[config.mk]
export PLATFORM = sky130hd
export DESIGN_NAME = fct_ctrl_flat
export DESIGN_NICKNAME = d
export VERILOG_FILES = /design/src/sv/fct_pkg.sv /design/src/sv/fct_op_if.sv /design/src/sv/fct_res_if.sv /design/src/sv/fct_ctrl.sv /design/src/flat_wrapper.sv
export SDC_FILE = /design/constraint.sdc
export NUM_CORES = 1
export LEC_CHECK = 0
export BUFFER_PORTS_ARGS = -buffer_cell sky130_fd_sc_hd__buf_2
export CORE_UTILIZATION = 47
export CTS_BUF_LIST = sky130_fd_sc_hd__clkbuf_2 sky130_fd_sc_hd__clkbuf_4 sky130_fd_sc_hd__clkbuf_8
export DETAILED_ROUTE_END_ITERATION = 10
export PLACE_DENSITY_LB_ADDON = 0.25
export SYNTH_ARGS = -nofsm -noshare
export SYNTH_HDL_FRONTEND = slang
export SYNTH_SLANG_ARGS = --single-unit
[constraint.sdc]
create_clock -name clk -period 4.15 [get_ports clk]
set_clock_uncertainty 0.1 [all_clocks]
set_input_delay 0.2075 -clock clk [delete_from_list [all_inputs] [get_ports clk]]
set_output_delay 0.2075 -clock clk [all_outputs]
set_load 0.01 [all_outputs]
[src/sv/fct_pkg.sv]
// Package for the FAT16 cluster table: operation, status and register codes,
// reset values and the memory request type. No dependencies.
`timescale 1ns / 1ps
`default_nettype none

package fct_pkg;

    localparam int DEF_MAX_CLUSTERS = 4096;

    localparam int VAL_W = 16;
    localparam int CFG_W = 13;
    localparam int ADDR_W = 16;

    localparam logic [1:0] OP_READ   = 2'd0;
    localparam logic [1:0] OP_WRITE  = 2'd1;
    localparam logic [1:0] OP_FIND   = 2'd2;
    localparam logic [1:0] OP_FORMAT = 2'd3;

    localparam logic [1:0] ST_OK     = 2'd0;
    localparam logic [1:0] ST_RANGE  = 2'd1;
    localparam logic [1:0] ST_NOFREE = 2'd2;

    localparam logic [0:0] REG_COUNT = 1'b0;
    localparam logic [0:0] REG_MEDIA = 1'b1;

    localparam logic [CFG_W-1:0] COUNT_RESET = 13'd4096;
    localparam logic [7:0]       MEDIA_RESET = 8'hF8;

    localparam logic [7:0]       RESERVED_HI = 8'hFF;
    localparam logic [VAL_W-1:0] ALL_ONES    = 16'hFFFF;
    localparam logic [VAL_W-1:0] FREE_MARK   = 16'h0000;
    localparam logic [ADDR_W-1:0] FIRST_DATA = 16'd2;

    typedef struct packed {
        logic              we;
        logic [ADDR_W-1:0] waddr;
        logic [VAL_W-1:0]  wdata;
        logic              re;
        logic [ADDR_W-1:0] raddr;
    } mem_req_t;

endpackage

`default_nettype wire

[src/sv/fct_op_if.sv]
// Request channel of the FAT16 cluster table: valid/ready plus operation fields.
// No dependencies.
`timescale 1ns / 1ps
`default_nettype none

interface fct_op_if;
    logic        valid;
    logic        ready;
    logic [1:0]  operation;
    logic [15:0] cluster;
    logic [15:0] entry_value;

    modport source (output valid, operation, cluster, entry_value, input ready);
    modport sink (input valid, operation, cluster, entry_value, output ready);
endinterface

`default_nettype wire

[src/sv/fct_res_if.sv]
// Response channel of the FAT16 cluster table: valid/ready plus result fields.
// No dependencies.
`timescale 1ns / 1ps
`default_nettype none

interface fct_res_if;
    logic        valid;
    logic        ready;
    logic [15:0] result_value;
    logic [1:0]  status;

    modport source (output valid, result_value, status, input ready);
    modport sink (input valid, result_value, status, output ready);
endinterface

`default_nettype wire

[src/sv/fct_ctrl.sv]
// Sequencer of the FAT16 cluster table: decodes requests, runs the free scan
// and the clearing sweep, and holds the response register.
// Depends on fct_pkg, fct_op_if and fct_res_if.
`timescale 1ns / 1ps
`default_nettype none

module fct_ctrl
    import fct_pkg::*;
#(
    parameter int MAX_CLUSTERS = DEF_MAX_CLUSTERS
)
(
    input  wire logic              clk,
    input  wire logic              rst_n,
    fct_op_if.sink                 req,
    fct_res_if.source              rsp,
    input  wire logic [CFG_W-1:0]  cluster_count,
    input  wire logic [7:0]        media_byte,
    output mem_req_t               mem_req,
    input  wire logic [VAL_W-1:0]  mem_rdata
);

    localparam int AW = $clog2(MAX_CLUSTERS);
    localparam int PW = AW + 1;
    localparam logic [16:0]   LIMIT = 17'(MAX_CLUSTERS);
    localparam logic [PW-1:0] LAST  = PW'(MAX_CLUSTERS - 1);

    localparam logic [2:0] S_IDLE  = 3'd0;
    localparam logic [2:0] S_READ  = 3'd1;
    localparam logic [2:0] S_SCAN  = 3'd2;
    localparam logic [2:0] S_CLEAR = 3'd3;
    localparam logic [2:0] S_RESP  = 3'd4;

    logic [2:0]       state_reg, state_next;
    logic [PW-1:0]    ptr_reg, ptr_next;
    logic             fmt_reg, fmt_next;
    logic             rsp_valid_reg, rsp_valid_next;
    logic [VAL_W-1:0] rsp_value_reg, pend_value_reg;
    logic [1:0]       rsp_status_reg, pend_status_reg;

    logic [16:0]      used_n;
    logic [16:0]      count_ext;
    logic             in_range;
    logic             accept;
    logic             out_free;
    logic [PW-1:0]    ptr_inc;
    logic             have_res;
    logic [VAL_W-1:0] res_val;
    logic [1:0]       res_st;
    logic             load_out;

    assign count_ext = 17'(cluster_count);
    assign used_n    = (count_ext > LIMIT) ? LIMIT : count_ext;
    assign in_range  = {1'b0, req.cluster} < used_n;
    assign req.ready = (state_reg == S_IDLE);
    assign accept    = req.valid && req.ready;
    assign out_free  = !rsp_valid_reg || rsp.ready;
    assign ptr_inc   = ptr_reg + PW'(1);

    always_comb
    begin
        state_next = state_reg;
        ptr_next   = ptr_reg;
        fmt_next   = fmt_reg;
        mem_req    = '0;
        have_res   = 1'b0;
        res_val    = '0;
        res_st     = ST_OK;

        unique case (state_reg)
            S_IDLE:
            begin
                if (accept)
                begin
                    unique case (req.operation)
                        OP_READ:
                        begin
                            if (in_range)
                            begin
                                mem_req.re    = 1'b1;
                                mem_req.raddr = req.cluster;
                                state_next    = S_READ;
                            end
                            else
                            begin
                                have_res = 1'b1;
                                res_val  = ALL_ONES;
                                res_st   = ST_RANGE;
                            end
                        end
                        OP_WRITE:
                        begin
                            have_res = 1'b1;
                            if (in_range)
                            begin
                                mem_req.we    = 1'b1;
                                mem_req.waddr = req.cluster;
                                mem_req.wdata = req.entry_value;
                            end
                            else
                            begin
                                res_val = ALL_ONES;
                                res_st  = ST_RANGE;
                            end
                        end
                        OP_FIND:
                        begin
                            if (used_n > 17'(FIRST_DATA))
                            begin
                                mem_req.re    = 1'b1;
                                mem_req.raddr = FIRST_DATA;
                                ptr_next      = PW'(FIRST_DATA);
                                state_next    = S_SCAN;
                            end
                            else
                            begin
                                have_res = 1'b1;
                                res_st   = ST_NOFREE;
                            end
                        end
                        OP_FORMAT:
                        begin
                            ptr_next   = '0;
                            fmt_next   = 1'b1;
                            state_next = S_CLEAR;
                        end
                        default:
                        begin
                            state_next = S_IDLE;
                        end
                    endcase
                end
            end
            S_READ:
            begin
                have_res = 1'b1;
                res_val  = mem_rdata;
            end
            S_SCAN:
            begin
                // Entry at ptr_reg is on the read port now
                if (mem_rdata == FREE_MARK)
                begin
                    have_res = 1'b1;
                    res_val  = 16'(ptr_reg);
                end
                else if (17'(ptr_inc) >= used_n)
                begin
                    have_res = 1'b1;
                    res_st   = ST_NOFREE;
                end
                else
                begin
                    mem_req.re    = 1'b1;
                    mem_req.raddr = 16'(ptr_inc);
                    ptr_next      = ptr_inc;
                end
            end
            S_CLEAR:
            begin
                mem_req.we    = 1'b1;
                mem_req.waddr = 16'(ptr_reg);
                if (ptr_reg == '0)
                begin
                    mem_req.wdata = {RESERVED_HI, media_byte};
                end
                else if (ptr_reg == PW'(1))
                begin
                    mem_req.wdata = ALL_ONES;
                end
                else
                begin
                    mem_req.wdata = FREE_MARK;
                end
                if (ptr_reg == LAST)
                begin
                    fmt_next = 1'b0;
                    // The sweep after reset gives no response
                    if (fmt_reg)
                    begin
                        have_res = 1'b1;
                    end
                    else
                    begin
                        state_next = S_IDLE;
                    end
                end
                else
                begin
                    ptr_next = ptr_inc;
                end
            end
            S_RESP:
            begin
                if (out_free)
                begin
                    state_next = S_IDLE;
                end
            end
            default:
            begin
                state_next = S_IDLE;
            end
        endcase

        if (have_res)
        begin
            state_next = out_free ? S_IDLE : S_RESP;
        end
    end

    assign load_out = out_free && (have_res || (state_reg == S_RESP));

    always_comb
    begin
        if (load_out)
        begin
            rsp_valid_next = 1'b1;
        end
        else if (rsp.ready)
        begin
            rsp_valid_next = 1'b0;
        end
        else
        begin
            rsp_valid_next = rsp_valid_reg;
        end
    end

    always_ff @(posedge clk or negedge rst_n)
    begin
        if (!rst_n)
        begin
            state_reg     <= S_CLEAR;
            ptr_reg       <= '0;
            fmt_reg       <= 1'b0;
            rsp_valid_reg <= 1'b0;
        end
        else
        begin
            state_reg     <= state_next;
            ptr_reg       <= ptr_next;
            fmt_reg       <= fmt_next;
            rsp_valid_reg <= rsp_valid_next;
        end
    end

    always_ff @(posedge clk)
    begin
        if (load_out)
        begin
            rsp_value_reg  <= have_res ? res_val : pend_value_reg;
            rsp_status_reg <= have_res ? res_st : pend_status_reg;
        end
        // Park the result until the response register frees
        if (have_res && !out_free)
        begin
            pend_value_reg  <= res_val;
            pend_status_reg <= res_st;
        end
    end

    assign rsp.valid        = rsp_valid_reg;
    assign rsp.result_value = rsp_value_reg;
    assign rsp.status       = rsp_status_reg;

endmodule

`default_nettype wire

[src/flat_wrapper.sv]
// flat-port wrapper written by rule: the top's interface ports become plain ports
module fct_ctrl_flat import fct_pkg::*;
#(
    parameter int MAX_CLUSTERS = DEF_MAX_CLUSTERS
)
  (clk, rst_n, cluster_count, media_byte, mem_req, mem_rdata, req_valid, req_operation, req_cluster, req_entry_value, req_ready, rsp_valid, rsp_result_value, rsp_status, rsp_ready);
  fct_op_if req_i ();
  fct_res_if rsp_i ();
  input  wire logic clk;
  input  wire logic rst_n;
  input  wire logic [CFG_W-1:0] cluster_count;
  input  wire logic [7:0] media_byte;
  output mem_req_t mem_req;
  input  wire logic [VAL_W-1:0] mem_rdata;
  input wire logic [$bits(req_i.valid)-1:0] req_valid;
  input wire logic [$bits(req_i.operation)-1:0] req_operation;
  input wire logic [$bits(req_i.cluster)-1:0] req_cluster;
  input wire logic [$bits(req_i.entry_value)-1:0] req_entry_value;
  output wire logic [$bits(req_i.ready)-1:0] req_ready;
  output wire logic [$bits(rsp_i.valid)-1:0] rsp_valid;
  output wire logic [$bits(rsp_i.result_value)-1:0] rsp_result_value;
  output wire logic [$bits(rsp_i.status)-1:0] rsp_status;
  input wire logic [$bits(rsp_i.ready)-1:0] rsp_ready;
  assign req_i.valid = req_valid;
  assign req_i.operation = req_operation;
  assign req_i.cluster = req_cluster;
  assign req_i.entry_value = req_entry_value;
  assign req_ready = req_i.ready;
  assign rsp_valid = rsp_i.valid;
  assign rsp_result_value = rsp_i.result_value;
  assign rsp_status = rsp_i.status;
  assign rsp_i.ready = rsp_ready;
  fct_ctrl #(.MAX_CLUSTERS(MAX_CLUSTERS)) u_core (.clk(clk), .rst_n(rst_n), .req(req_i), .rsp(rsp_i), .cluster_count(cluster_count), .media_byte(media_byte), .mem_req(mem_req), .mem_rdata(mem_rdata));
endmodule
Yosys cells after proc, flatten, opt, wreduce, memory -nomap -nowiden:

Cells that the tools add are included.

* input bits: 75
* register bits after elaboration: 54

* $lt $le $gt $ge: 4
* mux-type cells: 59
* add/sub/neg operators: 1
* reductions and logical operators: 19
* equality and inequality tests: 25

Operators by type and width (number)
* 16-bit 2-to-1 mux: 6
* 13-bit 2-to-1 mux: 7
* 17-bit 2-to-1 mux: 4
* 17-bit one-hot mux with 2 select lines: 2
* 33-bit 2-to-1 mux: 2
* 33-bit one-hot mux with 2 select lines: 1
* 50-bit 2-to-1 mux: 1
* 16-bit one-hot mux with 3 select lines: 1
* 13-bit one-hot mux with 3 select lines: 1
* 13-bit one-hot mux with 2 select lines: 1
* 3-bit 2-to-1 mux: 8
* 13-bit by 17-bit >= comparator with 1-bit output: 1
* 17-bit by 2-bit > comparator with 1-bit output, second input constant: 1
* 16-bit by 17-bit < comparator with 1-bit output: 1
* 16-bit logical NOT: 1
* 13-bit by 1-bit adder with 13-bit output, second input constant: 1
* 13-bit by 1-bit equality test with 1-bit output, second input constant: 1
* 13-bit by 12-bit equality test with 1-bit output, second input constant: 1
* 13-bit > comparator, second input constant: 1
* 13-bit logical NOT: 1
* 1-bit 2-to-1 mux: 13
* 3-bit != test, second input constant: 4
* 3-bit one-hot mux with 4 select lines: 1
* 2-bit 2-to-1 mux: 5
* 26 further kinds: 42

Longest topological paths before layout:

* word-level depth: 10
* gate-level depth with buffers: 16

Worst setup path after synthesis:

OpenSTA, ideal clock, no wires.

* kind: flip-flop to flip-flop
* start: register u_core.ptr_reg[2]
* end: register u_core.rsp_value_reg[0], in the netlist u_core.rsp.result_value[0] (enable)
* clock period less this slack: 4.385 ns
* setup slack: -0.235 ns
* cell stages (with the launch flop): 16
* setup time: 0.398 ns
* data arrival time: 3.887 ns
* buffers on the path: 2
* data required time: 3.652 ns
* cell sequence: dfrtp_1 > buf_2 > and3_1 > and3_1 > and3_1 > and3_1 > xnor2_1 > inv_1 > ha_1 > and3_1 > o21ai_0 > a311oi_1 > o31a_1 > nor4bb_4 > buf_2 > a21boi_1

* cells in the longest elaborated chain, start to end: 7
* elaborated cells on any way between the ends: 9
* those cells by class: 1 x add/sub; 1 x order compare; 1 x eq/ne; 4 x mux; 2 x reduce/logical

Ends and longest elaborated chain
* from (decl): line fct_ctrl.sv:35 `logic [PW-1:0] ptr_reg, ptr_next;`
* from (signal assigned): line fct_ctrl.sv:242 `ptr_reg <= ptr_next;`
* 13-bit by 1-bit adder with 13-bit output: line fct_ctrl.sv:58 `assign ptr_inc = ptr_reg + PW'(1);`
* 13-bit by 17-bit >= comparator with 1-bit output: line fct_ctrl.sv:147 `else if (17'(ptr_inc) >= used_n)`
* 1-bit 2-to-1 mux: line fct_ctrl.sv:147
* 1-bit 2-to-1 mux: line fct_ctrl.sv:142 `if (mem_rdata == FREE_MARK)`
* 1-bit one-hot mux with 4 select lines (*): line fct_ctrl.sv:70 `unique case (state_reg)`
* 1-bit logical OR (*): line fct_ctrl.sv:212 `assign load_out = out_free && (have_res || (state_reg == S_RESP));`
* 1-bit logical AND (*): line fct_ctrl.sv:212
* net u_core.load_out: line fct_ctrl.sv:50 `logic load_out;`
* to (signal assigned): line fct_ctrl.sv:252 `rsp_value_reg <= have_res ? res_val : pend_value_reg;`
* to (decl): line fct_ctrl.sv:38 `logic [VAL_W-1:0] rsp_value_reg, pend_value_reg;`

The timed path passes the listed nets; every way through them passes the cells marked *.
A chain may end at the register's enable or synchronous reset.

Worst setup path after layout:

* start: register u_core.ptr_reg[0]
* end: register u_core.rsp_value_reg[8], in the netlist u_core.rsp.result_value[8], data pin

* cells in the longest elaborated chain, start to end: 6
* elaborated cells on any way between the ends: 8
* those cells by class: 1 x add/sub; 1 x order compare; 1 x eq/ne; 5 x mux

Ends and longest elaborated chain (line)
* 13-bit by 1-bit adder with 13-bit output: fct_ctrl.sv:58
* 13-bit by 17-bit >= comparator with 1-bit output: fct_ctrl.sv:147
* 1-bit 2-to-1 mux: fct_ctrl.sv:147
* 1-bit 2-to-1 mux: fct_ctrl.sv:142
* 1-bit one-hot mux with 4 select lines (*): fct_ctrl.sv:70
* 16-bit 2-to-1 mux (*): fct_ctrl.sv:252

Mark *: on every way between the ends. The rest lies on a longest branch, timed or not.

==> impl_metrics.toml <==
[worst_setup_path]
critPathRequiredTime_ns = 4.22
r2r-end = "u_core.rsp.result_value[8]"
critPathCapture = "u_core.rsp.result_value[8]"
r2r_slack_ns = 0.28
timing.rr.start = "u_core.ptr_reg[0]"
cp.arrival_ns = 3.94
critPathCaptureType = "flop"
cp_max_fo = 18
crit_path_start_kind = "flop"
ff2ff_path_depth = 14
path_class = "reg -> reg"
crit_start = "u_core.ptr_reg[0]"

[logic_synthesis]
synth_area_mm2 = 0.00410
avgSynthCellArea_um2 = 9.51
yosys_warnings = 0
synth-main-ff-cell = "edfxtp_1"
synth-edff-count = 36
ys_seq_area_frac = 0.374
ys_types = 63
async_reset_ff_frac = 0.333
ys_ff_latch = 54
syn_inst = 431

[drt]
antenna_left = 0
num_vias = 3913
wl_per_cell_um = 17.4
first_pass_iters = 4
viasPerCell = 5.76
drt_iter0_drc = 224
drc_errors = 0
drt-total-wl_um = 11800

[clock_network]
clockBufferDepth = 2
clk_pin_slew_ns = 0.09
clk_latency_ns = 0.30
cts_inserted_buffers = 5
cts_setup_buffers = 0
cts_tree = "yes"
htree_levels = 2
cts_root_buf = "clkbuf_8"
clkSinkCount = 54

[timing]
fin_tns_setup_ns = 0
period_needed_ns = 3.87
hold_viol_final = 0
hold_ws_ns = 0.145
fin_crit_sh = 0.933
final_max_slew_viol_count = 0
finalSetupViolCount = 0
tightest_slew_ns = 0.614
fmax_ghz = 0.258
rsz0062_at_grt = "false"
maxSlewHeadroom = 0.590

[finish]
drive_gt1_frac = 0.345
finalInstanceArea_mm2 = 0.00508
syn_to_final_growth_pct = 23.8
fin_nets = 677
antenna_cells = 0

[floorplanning]
ioPinCount = 145
die_x_um = 95.4
std_cell_rows = 33
initial_core_util = 0.492
die_h_um = 95.4
coreArea_mm2 = 0.00834
die_area_mm2 = 0.00910

[job]
max_cap_viol_count = 0

[power_and_ir_drop]
cellLeakagePower_nw = 2.63
ir_drop_mv = 0.265
powerDensity_mw_per_mm2 = 422

[global_routing]
antenna_found_initial = 0
grt_pass1_wl_um = 18700
track_usage = 0.270
grt_overflow = 0
grt_max_degree = 29
grt_pass1_vias = 3696

[outcome]
status = "finished, final reports clean"

[place]
postPlaceCellArea_mm2 = 0.00496
gp_congestion = 0.930
dp_hpwl_um = 9540
port_buffers = 138

[hold_path]
hold_class = "in -> reg"
## cell type report
cell class,instances,area (um2)
Timing Repair Buffer,164,901
Clock buffer,6,76.3
Fill cell,750,3260
Inverter,28,105
Clock inverter,1,7.51
Sequential cell,54,1530
Multi-Input combinational cell,321,2320
Tap cell,105,131
## report_power, final
part	internal [mW]	switching, mW	leakage (nW)
clock network	0.122	0.156	0.0407
registers	0.687	0.0393	0.563
logic	0.448	0.688	2.03
## layer usage
layer	track usage	wire, um
met5	0	0
met4	0.0759	200
met3	0.0311	761
met1	0.367	5170
met2	0.452	5670
## critical path, stage by stage (launching register included)
cell	delay [ns]
dfrtp_1	0.39
ha_1	0.24
and2_1	0.20
and3_1	0.20
and3_1	0.19
xnor2_1	0.20
inv_1	0.08
ha_1	0.30
a21o_1	0.17
a31oi_1	0.27
nand2_1	0.11
o31a_1	0.31
nor4bb_4	0.52
buf_4	0.32
a21o_1	0.15
## how the worst min path moves through the flow
| stage | startpoint | end | cells after the start |
|---|---|---|---|
| floorplan | rst_n | u_core.fmt_reg | 0 |
| global placement | rst_n | u_core.fmt_reg | 1 |
| detailed placement | rst_n | u_core.fmt_reg | 1 |
| CTS | req_operation[1] | u_core.fmt_reg | 3 |
| global route | mem_rdata[14] | u_core.pend_value_reg[14] | 2 |
| finish | mem_rdata[14] | u_core.pend_value_reg[14] | 2 |
## stage by stage
step,setup WS [ns],power [mW],instances,utilization
floorplan,0.0780,1.48,436,-
global placement,0.234,1.83,670,0.595
detailed placement,0.116,1.86,670,0.595
CTS,0.209,2.14,678,0.606
global route,0.00726,2.30,679,0.609
finish,0.279,2.14,679,0.609
## synthesized netlist by cell type, types with 3 or more instances
library cell	count	area, um2
and2_1	6	37.5
and4_1	3	26.3
nand3_1	5	25.0
edfxtp_1	36	1080
nand2b_1	4	25.0
o2bb2ai_1	6	52.6
o22ai_1	8	50.1
o31ai_1	6	45.0
inv_1	26	97.6
nor3_1	6	30.0
buf_4	6	45.0
clkbuf_1	15	56.3
a21oi_1	13	65.1
o21ai_2	3	26.3
xor2_1	5	43.8
ha_1	28	350
o31ai_4	6	128
nand4_1	5	31.3
nor2b_1	3	18.8
a21o_1	23	173
xnor2_1	6	52.6
nor4_1	5	31.3
o21ai_0	20	100
and3_1	10	62.6
dfrtp_1	16	400
a221o_1	13	130
a22o_1	13	114
buf_2	8	40.0
nand2_1	66	248
nor2_1	19	71.3
## kinds of logic (layout without fill, tap and decap cells)
kind of cell             Yosys count  in the layout  synth area share
XOR/XNOR                          11             11            0.0235
adder cells (fa/ha/maj)           28             28            0.0854
AO/OA/AOI/OAI                    133            133             0.269
flip-flops                        54             54             0.374
other                              1              6          0.000915
buffers and inverters             61            199            0.0696
AND/OR/NAND/NOR                  143            143             0.177
## what timing repair did
| item | 4_1_cts | 5_1_grt |
|---|---|---|
| hold buffers | 1 | 0 |
| endpoints found under the setup margin | 0 | 40 |
| endpoints found under the hold margin | 16 | 0 |
| resized for setup | 0 | 3 |
## placed cells by master, fill, tap and decap left out, drive strengths merged, types with 5 or more instances in the layout
cell,n
buf,162
nand3,5
edfxtp,36
o31ai,12
nor2,19
o21ai,24
dfrtp,16
a21oi,13
nand2,66
ha,28
nor3,6
a22o,13
and3,10
nand4,5
a21o,23
xnor2,6
a221o,13
o2bb2ai,6
and2,6
o22ai,8
clkbuf,7
xor2,5
inv,27
conb,6
nor4,6
Note: power is estimated with default switching activity, not from simulation.
